<file path="src/rtl/dqr_pkg.sv">
`default_nettype none
// ----------------------------------------------------------------------------
// dqr_pkg: shared types and constants for the double-ended queue
// Word and command layouts, action and status codes, controller states.
// ----------------------------------------------------------------------------
package dqr_pkg;

	localparam int DEPTH     = 32;
	localparam int WORD_BITS = 32;
	localparam int IDX_W     = $clog2(DEPTH);
	localparam int CNT_W     = $clog2(DEPTH + 1);

	typedef enum logic [2:0] {
		ACT_PUSH_FRONT = 3'd0,
		ACT_PUSH_BACK  = 3'd1,
		ACT_LIST       = 3'd2,
		ACT_POP_FRONT  = 3'd3,
		ACT_POP_BACK   = 3'd4
	} dqr_action_t;

	typedef enum logic [1:0] {
		STAT_OK        = 2'd0,
		STAT_UNDERFLOW = 2'd1,
		STAT_EMPTY     = 2'd2,
		STAT_OVERFLOW  = 2'd3
	} dqr_status_t;

	typedef enum logic {
		ST_IDLE = 1'b0,
		ST_LIST = 1'b1
	} dqr_state_t;

	typedef struct packed {
		logic [2:0]         action;
		logic signed [31:0] value;
	} dqr_cmd_t;

	typedef struct packed {
		logic signed [31:0] entry;
		logic [1:0]         status;
		logic               last;
	} dqr_rsp_t;

endpackage : dqr_pkg
`default_nettype wire

</file>
<file path="src/rtl/double_ended_queue_ring.sv">
`default_nettype none
// ----------------------------------------------------------------------------
// double_ended_queue_ring: bounded double-ended queue in a ring memory
// Pushes and pops at either end, and a front-to-back listing of all words.
// ----------------------------------------------------------------------------
// A push or pop leaves busy low, and its single status word appears on rsp
// with done high in the cycle after start. A listing of N words holds busy
// high while it reads, one synchronous memory read per cycle, and the words
// follow one per cycle, each in the cycle after its read, the last one
// flagged. Listing an empty queue answers at once like a push or pop.
// Action codes five to seven are dropped without a reply. done marks each
// reply word and the receiver has no way to stall it.
module double_ended_queue_ring
	import dqr_pkg::*;
(
	input  wire logic     clk,
	input  wire logic     arst_n,
	input  wire logic     start,
	output logic          busy,
	input  wire dqr_cmd_t cmd,
	output logic          done,
	output dqr_rsp_t      rsp
);

	logic [WORD_BITS-1:0] mem [DEPTH];

	dqr_state_t        state_q, state_d;
	logic [IDX_W-1:0]  front_q, rd_ptr_q;
	logic [CNT_W-1:0]  count_q, rem_q;
	logic              done_q;
	dqr_status_t       status_q;
	logic              pend_s1, last_s1;
	logic signed [WORD_BITS-1:0] rdata_s1;

	logic              accept, full, empty;
	logic              do_push, do_push_front, mem_we, list_rd;
	logic [IDX_W-1:0]  front_dec, front_inc, back_slot, wr_slot, rd_ptr_inc;
	logic [CNT_W:0]    back_sum;
	dqr_action_t       act;

	assign act    = dqr_action_t'(cmd.action);
	assign accept = start && !busy;
	assign full   = (count_q == CNT_W'(DEPTH));
	assign empty  = (count_q == '0);

	assign front_dec  = (front_q == '0) ? IDX_W'(DEPTH - 1) : front_q - 1'b1;
	assign front_inc  = (front_q == IDX_W'(DEPTH - 1)) ? '0 : front_q + 1'b1;
	assign rd_ptr_inc = (rd_ptr_q == IDX_W'(DEPTH - 1)) ? '0 : rd_ptr_q + 1'b1;
	assign back_sum   = (CNT_W + 1)'(front_q) + (CNT_W + 1)'(count_q);
	assign back_slot  = (back_sum >= (CNT_W + 1)'(DEPTH))
		? IDX_W'(back_sum - (CNT_W + 1)'(DEPTH)) : IDX_W'(back_sum);

	assign do_push       = accept && !full &&
		(act == ACT_PUSH_FRONT || act == ACT_PUSH_BACK);
	assign do_push_front = (act == ACT_PUSH_FRONT);
	assign wr_slot       = do_push_front ? front_dec : back_slot;
	assign mem_we        = do_push;

	always_comb begin
		state_d = state_q;
		busy    = 1'b0;
		list_rd = 1'b0;
		case (state_q)
			ST_IDLE: begin
				if (accept && act == ACT_LIST && !empty) begin
					state_d = ST_LIST;
				end
			end
			ST_LIST: begin
				busy    = 1'b1;
				list_rd = 1'b1;
				if (rem_q == CNT_W'(1)) begin
					state_d = ST_IDLE;
				end
			end
			default: state_d = ST_IDLE;
		endcase
	end

	always_ff @(posedge clk or negedge arst_n) begin
		if (!arst_n) begin
			state_q  <= ST_IDLE;
			front_q  <= '0;
			count_q  <= '0;
			rd_ptr_q <= '0;
			rem_q    <= '0;
			done_q   <= 1'b0;
			status_q <= STAT_OK;
			pend_s1  <= 1'b0;
			last_s1  <= 1'b0;
		end else begin
			state_q <= state_d;
			done_q  <= 1'b0;
			pend_s1 <= list_rd;
			last_s1 <= (rem_q == CNT_W'(1));
			if (list_rd) begin
				rd_ptr_q <= rd_ptr_inc;
				rem_q    <= rem_q - 1'b1;
			end
			if (accept) begin
				case (act)
					ACT_PUSH_FRONT, ACT_PUSH_BACK: begin
						done_q <= 1'b1;
						if (full) begin
							status_q <= STAT_OVERFLOW;
						end else begin
							status_q <= STAT_OK;
							count_q  <= count_q + 1'b1;
							if (do_push_front) begin
								front_q <= front_dec;
							end
						end
					end
					ACT_LIST: begin
						if (empty) begin
							done_q   <= 1'b1;
							status_q <= STAT_EMPTY;
						end else begin
							rd_ptr_q <= front_q;
							rem_q    <= count_q;
						end
					end
					ACT_POP_FRONT, ACT_POP_BACK: begin
						done_q <= 1'b1;
						if (empty) begin
							status_q <= STAT_UNDERFLOW;
						end else begin
							status_q <= STAT_OK;
							count_q  <= count_q - 1'b1;
							if (act == ACT_POP_FRONT) begin
								front_q <= front_inc;
							end
						end
					end
					default: ;
				endcase
			end
		end
	end

	always_ff @(posedge clk) begin
		if (mem_we) begin
			mem[wr_slot] <= WORD_BITS'(cmd.value);
		end
		if (list_rd) begin
			rdata_s1 <= mem[rd_ptr_q];
		end
	end

	always_comb begin
		done = done_q || pend_s1;
		if (pend_s1) begin
			rsp.entry  = 32'(rdata_s1);
			rsp.status = STAT_OK;
			rsp.last   = last_s1;
		end else begin
			rsp.entry  = '0;
			rsp.status = status_q;
			rsp.last   = 1'b1;
		end
	end

endmodule : double_ended_queue_ring
`default_nettype wire

</file>
<file path="config.mk">
export PLATFORM = sky130hd
export DESIGN_NAME = double_ended_queue_ring
export DESIGN_NICKNAME = d
export VERILOG_FILES = /design/src/rtl/dqr_pkg.sv /design/src/rtl/double_ended_queue_ring.sv
export SDC_FILE = /design/constraint.sdc
export NUM_CORES = 1
export LEC_CHECK = 0
export BUFFER_PORTS_ARGS = -buffer_cell sky130_fd_sc_hd__buf_2
export CORE_ASPECT_RATIO = 1.2
export CORE_MARGIN = 2
export CORE_UTILIZATION = 65
export CTS_BUF_LIST = sky130_fd_sc_hd__clkbuf_2 sky130_fd_sc_hd__clkbuf_4 sky130_fd_sc_hd__clkbuf_8
export CTS_CLUSTER_SIZE = 20
export DETAILED_ROUTE_END_ITERATION = 12
export PLACE_DENSITY = 0.8
export SKIP_LAST_GASP = 1
export SYNTH_ARGS = -nofsm -noshare
export SYNTH_HDL_FRONTEND = slang
export SYNTH_SLANG_ARGS = --single-unit
</file>
<file path="constraint.sdc">
create_clock -name clk -period 5.9 [get_ports clk]
set_clock_uncertainty 0.2 [all_clocks]
set_input_delay 0 -clock clk [delete_from_list [all_inputs] [get_ports clk]]
set_output_delay 0 -clock clk [all_outputs]
set_load 0.01 [all_outputs]
</file>
# == Word level (Yosys, flattened, before mapping) ==
# Memories as Yosys holds them, arrays and structs flattened. A register that Yosys moved wholly into a read port is not among the register bits.
# Cells that the tools add are included.
# op_classes
n_addsub,8
magnitude_cmp,1
eq_ne,13
mux,35
bitwise,1
reduce_logical,21
# op_table
operator,count
$mux W5,13
$mux W6,6
$mux W35,1
$pmux W6 S2,1
$sub A6 B1 Y6 const B,2
$add A5 B1 Y5 const B,2
$eq A5 B5 Y1 const B,2
$ne A2 B2 Y1 const B,5
$pmux W5 S2,1
$sub A5 B1 Y5 const B,2
$mux W1,8
$add A5 B6 Y7,1
$ge A7 B6 Y1 const B,1
$add A6 B1 Y6 const B,1
$eq A3 B2 Y1 const B,2
$eq A6 B1 Y1 const B,1
$eq A6 B6 Y1 const B,1
$logic_not A6 Y1,1
$pmux W2 S3,1
$reduce_and A6 Y1,1
$logic_and A1 B1 Y1,5
$logic_not A5 Y1,1
$mux W2,2
$pmux W1 S2,2
12 further kinds,16
# word_totals
reg_bits,28
ramBits,1024
input_bits,38
output_inout_bits,37
elab_cells,89
memories,1
# mem_list
memory,depth,width,rd,rd_ports_with_merged_regs,wr,line,rtl
mem,32,32,1,1,1,double_ended_queue_ring.sv:25,logic [WORD_BITS-1:0] mem [DEPTH];

# == Longest topological paths before layout ==
# Gate-level depths: netlist of run 1.
# depth
ltp_word,7
ltp_mapped,11
ltp_nobuf,9

# == Least setup slack after synthesis of run 1 ==
# No wires, ideal clock.
# synth_timing
path_kind,register to register
start,register state_q
end,memory mem[5][0] (enable)
setup_ns,0.425
t_arrival_ns,3.764
path_slack_ns,1.512
path_stages_with_launch,6
path_buffers,0
cell_sequence,dfrtp_1 or3b_1 a211oi_1 nor3b_1 o211ai_1 nor2b_1
# synth_between
elab_chain_cells,7
# synth_lines
item,line,rtl
"start, declared",double_ended_queue_ring.sv:27,"dqr_state_t state_q, state_d;"
"start signal, assigned",double_ended_queue_ring.sv:92,state_q <= state_d;
$mux W1,double_ended_queue_ring.sv:63,case (state_q)
$logic_not A1 Y1,double_ended_queue_ring.sv:42,assign accept = start && !busy;
$logic_and A1 B1 Y1,double_ended_queue_ring.sv:42,
$logic_and A1 B1 Y1 (2 in series),double_ended_queue_ring.sv:53,assign do_push = accept && !full &&
$mux W1,double_ended_queue_ring.sv:142,if (mem_we) begin
$mux W1 (not written as such),double_ended_queue_ring.sv:143,mem[wr_slot] <= WORD_BITS'(cmd.value);
"end, declared",double_ended_queue_ring.sv:25,
# Every way passes these cells.

# == Worst setup path in the final report of run 1 ==
# layout_timing
start,register count_q[0]
end,memory mem[12][6] (enable)
# layout_between
elab_chain_cells,6
# layout_lines
item,line,rtl
"start, declared",double_ended_queue_ring.sv:29,"logic [CNT_W-1:0] count_q, rem_q;"
"start signal, assigned",double_ended_queue_ring.sv:108,count_q <= count_q + 1'b1;
"start signal, assigned",double_ended_queue_ring.sv:129,count_q <= count_q - 1'b1;
"parallel branches: the longest is 6 deep, another holds $add A5 B6 Y7",--,
# Several ways; the timed one is not identified.

==> results of run 1 <==
## critical path: cells and delay by family (launching register included)
kind | cells | cell delay [ns]
and+or+nand+nor | 3 | 1.58
AOI/OAI and AO/OA | 2 | 0.74
adders and majority gates | 2 | 0.69
DFF | 1 | 0.50
buffers and inverters | 1 | 0.37
## synthesized netlist by cell type (all sizes together) (7+ instances only)
master | instances | area, sq um
edfxtp | 1056 | 31700
mux4 | 320 | 7210
clkbuf | 50 | 188
nor2 | 48 | 180
buf | 41 | 268
and2 | 34 | 213
mux2 | 34 | 383
dfrtp | 28 | 701
o21ai | 21 | 105
a21oi | 20 | 100
nand2 | 17 | 63.8
ha | 15 | 188
inv | 10 | 37.5
nand3 | 9 | 45.0
nor2b | 9 | 56.3
a211oi | 8 | 65.1
nor3 | 8 | 40.0
o22ai | 7 | 43.8
## power groups by stage
stage	Clock (W)	Sequential [W]	Combinational, W
2_1_floorplan	0	0.00861	0.0000425
3_3_place_gp	0	0.00861	0.000169
3_5_place_dp	0	0.00861	0.000184
4_1_cts	0.00580	0.00845	0.000210
5_1_grt	0.00612	0.00844	0.000231
6_report	0.00573	0.00845	0.000213
## routing by layer
| metal | wire length, um | track usage |
|---|---|---|
| met5 | 27 | 0 |
| met4 | 3250 | 0.115 |
| met3 | 9950 | 0.0792 |
| met2 | 49000 | 0.480 |
| met1 | 33700 | 0.394 |
## cells in the final DEF, fill, tap and decap left out, types with 5 or more instances in the layout
cell type / instances
edfxtp_1: 1056
mux4_2: 320
clkbuf_8: 161
buf_2: 74
dlygate4sd3_1: 46
clkinv_1: 42
and2_1: 34
clkbuf_4: 34
mux2_2: 33
nor2_4: 28
clkinv_2: 27
buf_4: 25
o21ai_0: 21
dfrtp_1: 21
nor2_1: 20
a21oi_1: 20
nand2_1: 17
ha_1: 15
inv_1: 10
nand3_1: 9
nor3_1: 8
o22ai_1: 7
a211oi_1: 7
nand2b_1: 6
xnor2_1: 6
a22o_1: 6
inv_6: 6
buf_12: 6
mux2i_1: 5
xor2_1: 5
and3_1: 5
nor2b_1: 5
clkinvlp_4: 5
## cell type report
cell class | instances | area, sq um
antenna | 2 | 5.00
clock inverter | 86 | 523
fill | 3373 | 17200
tap | 832 | 1040
inverter | 10 | 37.5
clock buffer | 195 | 2470
timing repair buffer | 151 | 1140
sequential | 1084 | 32400
multi-input combinational | 634 | 9620
## logic make-up after synthesis
kind of cell,Yosys count,share of synthesized area
simple gates,158,0.0198
xor+xnor,11,0.00228
mux,359,0.181
compound gates,89,0.0137
fa+ha+maj,17,0.00539
flops,1084,0.767
buf+inv,101,0.0117
## flip-flops by register name, summed over array words and instances, names as in the netlist
register / cells
front_q: 5
rd_ptr_q: 5
count_q: 6
done_q: 1
pend_s1: 1
rdata_s1: 32
rem_q: 6
status_q: 2
last_s1: 1
state_q: 1
mem: 1024
## through the flow
step	instances	cell area, sq um	setup slack, ns	util
floorplan	1819	42300	1.51	-
global placement	2664	43800	1.64	0.679
detailed placement	2664	43800	1.59	0.679
CTS	2992	47300	1.58	0.733
global route	2993	47300	1.35	0.733
finish	2994	47300	1.51	0.733
## how the worst max path moves through the flow
stage / start / to / slack (ns) / cells past startpoint
5_1_grt: state_q$_DFF_PN0_ / mem[27][1]$_DFFE_PP_ / 1.35 / 5
3_3_place_gp: count_q[0]$_DFFE_PN0P_ / mem[12][4]$_DFFE_PP_ / 1.64 / 8
3_5_place_dp: count_q[0]$_DFFE_PN0P_ / mem[12][8]$_DFFE_PP_ / 1.59 / 8
6_report: count_q[0]$_DFFE_PN0P_ / mem[12][6]$_DFFE_PP_ / 1.51 / 8
2_1_floorplan: state_q$_DFF_PN0_ / mem[5][0]$_DFFE_PP_ / 1.51 / 5
4_1_cts: count_q[0]$_DFFE_PN0P_ / mem[12][11]$_DFFE_PP_ / 1.58 / 8
==> reports/metrics.csv, run 1 <==
stage,metric,value,unit
status,status,"finished, final reports clean",
place,IO buf count,74,
synth,Gate Count Post-Synth,1819,
pwr,clock share of power,0.398,
clocking,CTS tree,yes,
synth,Syn. warnings,0,
pwr,maximum VDD drop,0.209,mV
pwr,net switching power,0.00295,W
critical_path,"Slowest-stage cell, CP",nor2b_4,
finish,nets,2094,
synth,Avg Inst Size Synth,23.2,sq um
critical_path,reg2reg path depth,8,
routing,vias per cell,6.76,
global_routing,vias in the first global route,21100,
worst_hold_path,Hold Path End,mem[11][21]$_DFFE_PP_,
critical_path,worst r2r src,count_q[0]$_DFFE_PN0P_,
synth,top_reg_cell synth,edfxtp_1,
synth,"flops & latches, synth",1084,
pwr,Int Pwr,0.0114,W
pwr,Seq pwr share,0.587,
routing,initial drt markers,2634,
synth,number of synthesized flops with an enable pin,1056,
critical_path,worst path required time,6.19,ns
pwr,Final Power,0.0144,W
timing,fin crit share,0.744,
clocking,cts repair resizes,0,
floorplanning,Starting Density,0.656,
floorplanning,Ports,75,
clocking,worst-skew pair later-pin latency,0.81,ns
critical_path,R2R setup slack,1.51,ns
floorplanning,die area,67100,sq um
flow_run,max-cap viol count,0,
routing,drt pass-1 iters,7,
clocking,CTS H-Tree Depth,4,
place,routability cong.,0.848,
timing,final hold violations,0,
clocking,Num CTS Buffers,158,
timing,maximum clock rate,228,MHz
clocking,post-CTS setup buffer count,0,
floorplanning,Die Span Y,283,um
critical_path,Crit. End Element,flop,
clocking,clk sink count,1084,
clocking,"Clk pin slew, worst setup/hold paths",0.06,ns
clocking,cts hold-fix bufs,47,
worst_hold_path,Hold Path Depth,2,
timing,Slew Limit Fails,0,
pwr,Sw Share,0.205,
routing,Routed Antenna Nets,0,
pwr,Static Leak,15.5,nW
routing,final wirelength,95.9,mm
place,Post-DP HPWL,52.9,mm
critical_path,FF-to-FF End,mem[12][6]$_DFFE_PP_,
synth,Syn Std Cell Area,42300,sq um
pwr,Power Density,304,nW/um^2
global_routing,initial antenna violation count,5,
routing,wire per inst,32.0,um
synth,"Seq/Total Area, Yosys",0.767,
timing,fin crit period,4.39,ns
timing,setup TNS,0,ns
critical_path,largest stage delay on the critical path,1.00,ns
critical_path,CP arrival,4.68,ns
pwr,Logic pwr share,0.015,
critical_path,crit-path cells,ha_1 -> fa_1 -> and3_1 -> nor3_1 -> o21ai_0 -> a32oi_1 -> nor2b_4 -> buf_4,
clocking,CTS root buf,clkbuf_8,
global_routing,total gr overflow,0,
timing,Slew headroom,0.0620,
finish,layout cells sized above 1,0.344,
critical_path,Setup Crit Path Kind,reg2reg,
global_routing,largest net degree at the start of global routing,77,
timing,final setup vio count,0,
global_routing,gr usage total,0.297,
synth,"Net Count, Synth",1874,
global_routing,global-route wire length before repair,141,mm
synth,post-synth cell types,54,
floorplanning,Core Area,64400,sq um
timing,unrepaired setup endpoints after global routing,no,
worst_hold_path,hold_sp,cmd[21],
timing,WHS,0.0716,ns
finish,area delta synth->final,11.8,%
routing,Remaining DRCs,0,
critical_path,Worst setup SP type,flop,
floorplanning,die width,237,um
clocking,Max clock buf depth,3,
critical_path,Max Fanout on Critical Path,22,
timing,Slew @ Worst Pin,1.41,ns
floorplanning,Row Count,102,
routing,via count,20200,
worst_hold_path,worst min-delay path category,in2reg,
synth,"FFs w/ async S/R, synth",0.0258,
No activity file was read; power rests on OpenSTA's default activity.
==> run 2: changes to the inputs <==
Settings changed: ABC_AREA from default to 1, CORE_UTILIZATION 65 to 59, PLACE_DENSITY 0.8 to 0.76.
Clock period 5.9 ns to 3.77 ns, I/O delays scaled along.
==> reports/metrics.csv, run 2 <==
stage,metric,value,unit
finish,fin util,0.671,
status,status,"finished, final reports clean",
critical_path,Setup Crit Path Kind,in2reg,
clocking,Num CTS Buffers,160,
clocking,cts repair resizes,0,
pwr,Static Leak,18.0,nW
synth,top-count cell post-synth,edfxtp_1,
critical_path,Max Fanout on Critical Path,5,
floorplanning,Row Count,109,
synth,Syn. warnings,0,
place,Post-DP HPWL,66.6,mm
worst_hold_path,hold_sp,cmd[23],
floorplanning,Starting Density,0.596,
critical_path,Worst Setup SP,cmd[32],
synth,"top cells by count, synth","edfxtp_1, nand2_1, nand3_1, nor2_1, a21oi_1",
finish,Largest Register,mem,
place,IO buf count,74,
finish,Finished Layout Cells,4823,
timing,fin crit share,0.943,
synth,Syn Std Cell Area,43900,sq um
place,Cells after DPL,4500,
synth,Yosys top cell area share,0.723,
global_routing,global-route wire length before repair,174,mm
synth,largest family of logic cells by synthesized area,simple AND/OR/NAND/NOR gates,
synth,biggest area consumer among synthesized cells,edfxtp_1,
clocking,CTS root buf,clkbuf_8,
synth,post-synth cell types,35,
floorplanning,die width,253,um
critical_path,worst r2r src,count_q[1]$_DFFE_PN0P_,
finish,area delta synth->final,12.7,%
synth,"Seq/Total Area, Yosys",0.739,
synth,Synth Area in Simple Gates,0.143,
clocking,clk sink count,1084,
clocking,Max clock buf depth,3,
floorplanning,Core Area,73600,sq um
routing,via count,29500,
place,Placement Cell Area,46000,sq um
critical_path,Crit. End Element,flop,
synth,"FFs w/ async S/R, synth",0.0258,
pwr,Final Power,0.0225,W
floorplanning,die area,76500,sq um
synth,"Net Count, Synth",3638,
finish,fillers,5047,
clocking,worst-skew pair later-pin latency,0.85,ns
timing,maximum clock rate,281,MHz
global_routing,gr usage total,0.308,
routing,final wirelength,116,mm
synth,Synth Area in Compound Gates,0.0777,
critical_path,CP arrival,4.12,ns
global_routing,largest net degree at the start of global routing,139,
finish,"commonest non-fill, non-tap cells in the layout","edfxtp_1, nand2_1, nand3_1",
synth,"flops & latches, synth",1084,
floorplanning,Ports,75,
timing,fin crit period,3.55,ns
finish,nets,3820,
finish,"Design Area, Final",49500,sq um
finish,"most common cell after layout, fill and taps aside",edfxtp_1,
timing,setup TNS,0,ns
pwr,Power Density,455,nW/um^2
timing,final hold violations,0,
synth,xor/xnor cell area share of the yosys netlist,0.00220,
finish,Largest register FFs,1024,
routing,drt pass-1 iters,6,
clocking,CTS tree,yes,
routing,initial drt markers,3752,
synth,number of synthesized flops with an enable pin,1056,
place,routability cong.,0.837,
timing,Slew headroom,0.281,
synth,Avg Inst Size Synth,12.2,sq um
routing,wire per inst,24.1,um
global_routing,total gr overflow,0,
synth,post-synthesis mux area share,0,
finish,Top Registers,"mem x1024, rdata_s1 x32",
synth,Gate Count Post-Synth,3583,
clocking,CTS H-Tree Depth,4,
pwr,maximum VDD drop,0.369,mV
synth,main area contributors after synthesis,"edfxtp_1, nand2_1, nand3_1, a21oi_1, nor2_1",
finish,layout cells sized above 1,0.125,
synth,top_reg_cell synth,edfxtp_1,
critical_path,Worst setup SP type,primary input,
global_routing,initial antenna violation count,3,
timing,Slew Limit Fails,0,
clocking,"Clk pin slew, worst setup/hold paths",0.06,ns
global_routing,vias in the first global route,28700,
timing,Slew @ Worst Pin,1.08,ns
timing,unrepaired setup endpoints after global routing,no,
routing,vias per cell,6.12,
flow_run,max-cap viol count,0,
routing,Remaining DRCs,0,
synth,adder-cell share of the synthesized area,0.00519,
routing,Routed Antenna Nets,0,
worst_hold_path,worst min-delay path category,in2reg,
critical_path,worst path required time,4.34,ns
floorplanning,Die Span Y,303,um
timing,final setup vio count,0,
==> run 2: cell types whose count changed in the layout (fill, tap and decap cells not counted), moves of 47 or more <==
cell	delta
o22ai_1	+60
buf_4	+47
nor2_1	+158
mux4_2	-320
nand3_1	+274
a21oi_1	+179
nand2_1	+991
o211ai_1	+64
inv_1	+95
a21boi_0	+63
o21ai_0	+132
==> run 2: timing repair <==
action / in CTS / in global routing
buffers inserted: 0 / 0
hold endpoints to repair: 1078 / 0
hold buffers: 46 / 0
==> run 2: cell families after synthesis <==
kind of cell	count (synthesis)
buffers and inverters	325
and+or+nand+nor	1551
AOI/OAI and AO/OA	595
DFF	1084
xor gates and xnor gates	11
adders and majority gates	17
==> run 2: worst paths after layout <==
kind                                            to  slack, ns  depth (start not counted)
max                        status_q[0]$_DFFE_PN0P_       0.22                         12
min reg2reg                status_q[1]$_DFFE_PN0P_       0.33                          2
max reg2reg                status_q[0]$_DFFE_PN0P_       0.44                         10
max in group asynchronous        pend_s1$_DFF_PN0_       2.65                          5
min                          mem[11][23]$_DFFE_PP_       0.08                          2
min in group asynchronous   front_q[0]$_DFFE_PN0P_       0.53                          5
==> run 2: per-layer routing <==
layer | track usage | wire length, um | vias to the layer above
met5 | 0 | 23 | -
met4 | 0.123 | 4100 | 4
met3 | 0.0624 | 12500 | 267
met2 | 0.505 | 56500 | 1802
met1 | 0.410 | 43200 | 14300
li1 | - | - | 13100
==> run 2: worst max-delay path, stage by stage <==
cell	delay [ns]
dlygate4sd3_1	0.55
buf_2	0.14
dlygate4sd3_1	0.58
o21ai_2	0.13
dlygate4sd3_1	0.64
nand2_1	0.07
dlygate4sd3_1	0.54
nor2_1	0.12
dlygate4sd3_1	0.64
o21ai_0	0.09
dlygate4sd3_1	0.55
o21ai_0	0.07
==> run 2: layout make-up <==
| type | instances | area (sq um) | area share |
|---|---|---|---|
| multi-input cells | 2174 | 10300 | 0.208 |
| clock buffers | 216 | 2650 | 0.0535 |
| clock inverters | 60 | 317 | 0.00640 |
| flip-flops and latches | 1084 | 32400 | 0.656 |
| repair buffers | 231 | 2160 | 0.0437 |
| diodes | 1 | 2.50 | 0.0000506 |
| inverters | 114 | 454 | 0.00918 |
| well taps | 943 | 1180 | 0.0239 |
==> run 2: power by group <==
group	switching [W]	internal, W	leakage (nW)
registers	0	0.0132	9.86
clock network	0.00436	0.00461	1.56
logic	0.000248	0.0000601	6.57
total	0.00461	0.0179	18.0
==> run 2: per-stage QoR <==
step / hold slack [ns] / setup slack, ns
6_report: 0.0812 / 0.215
5_1_grt: 0.0722 / 0.0286
4_1_cts: 0.0116 / 0.348
3_5_place_dp: -0.123 / 0.591
3_3_place_gp: -0.135 / 0.603
2_1_floorplan: -0.496 / -0.0493
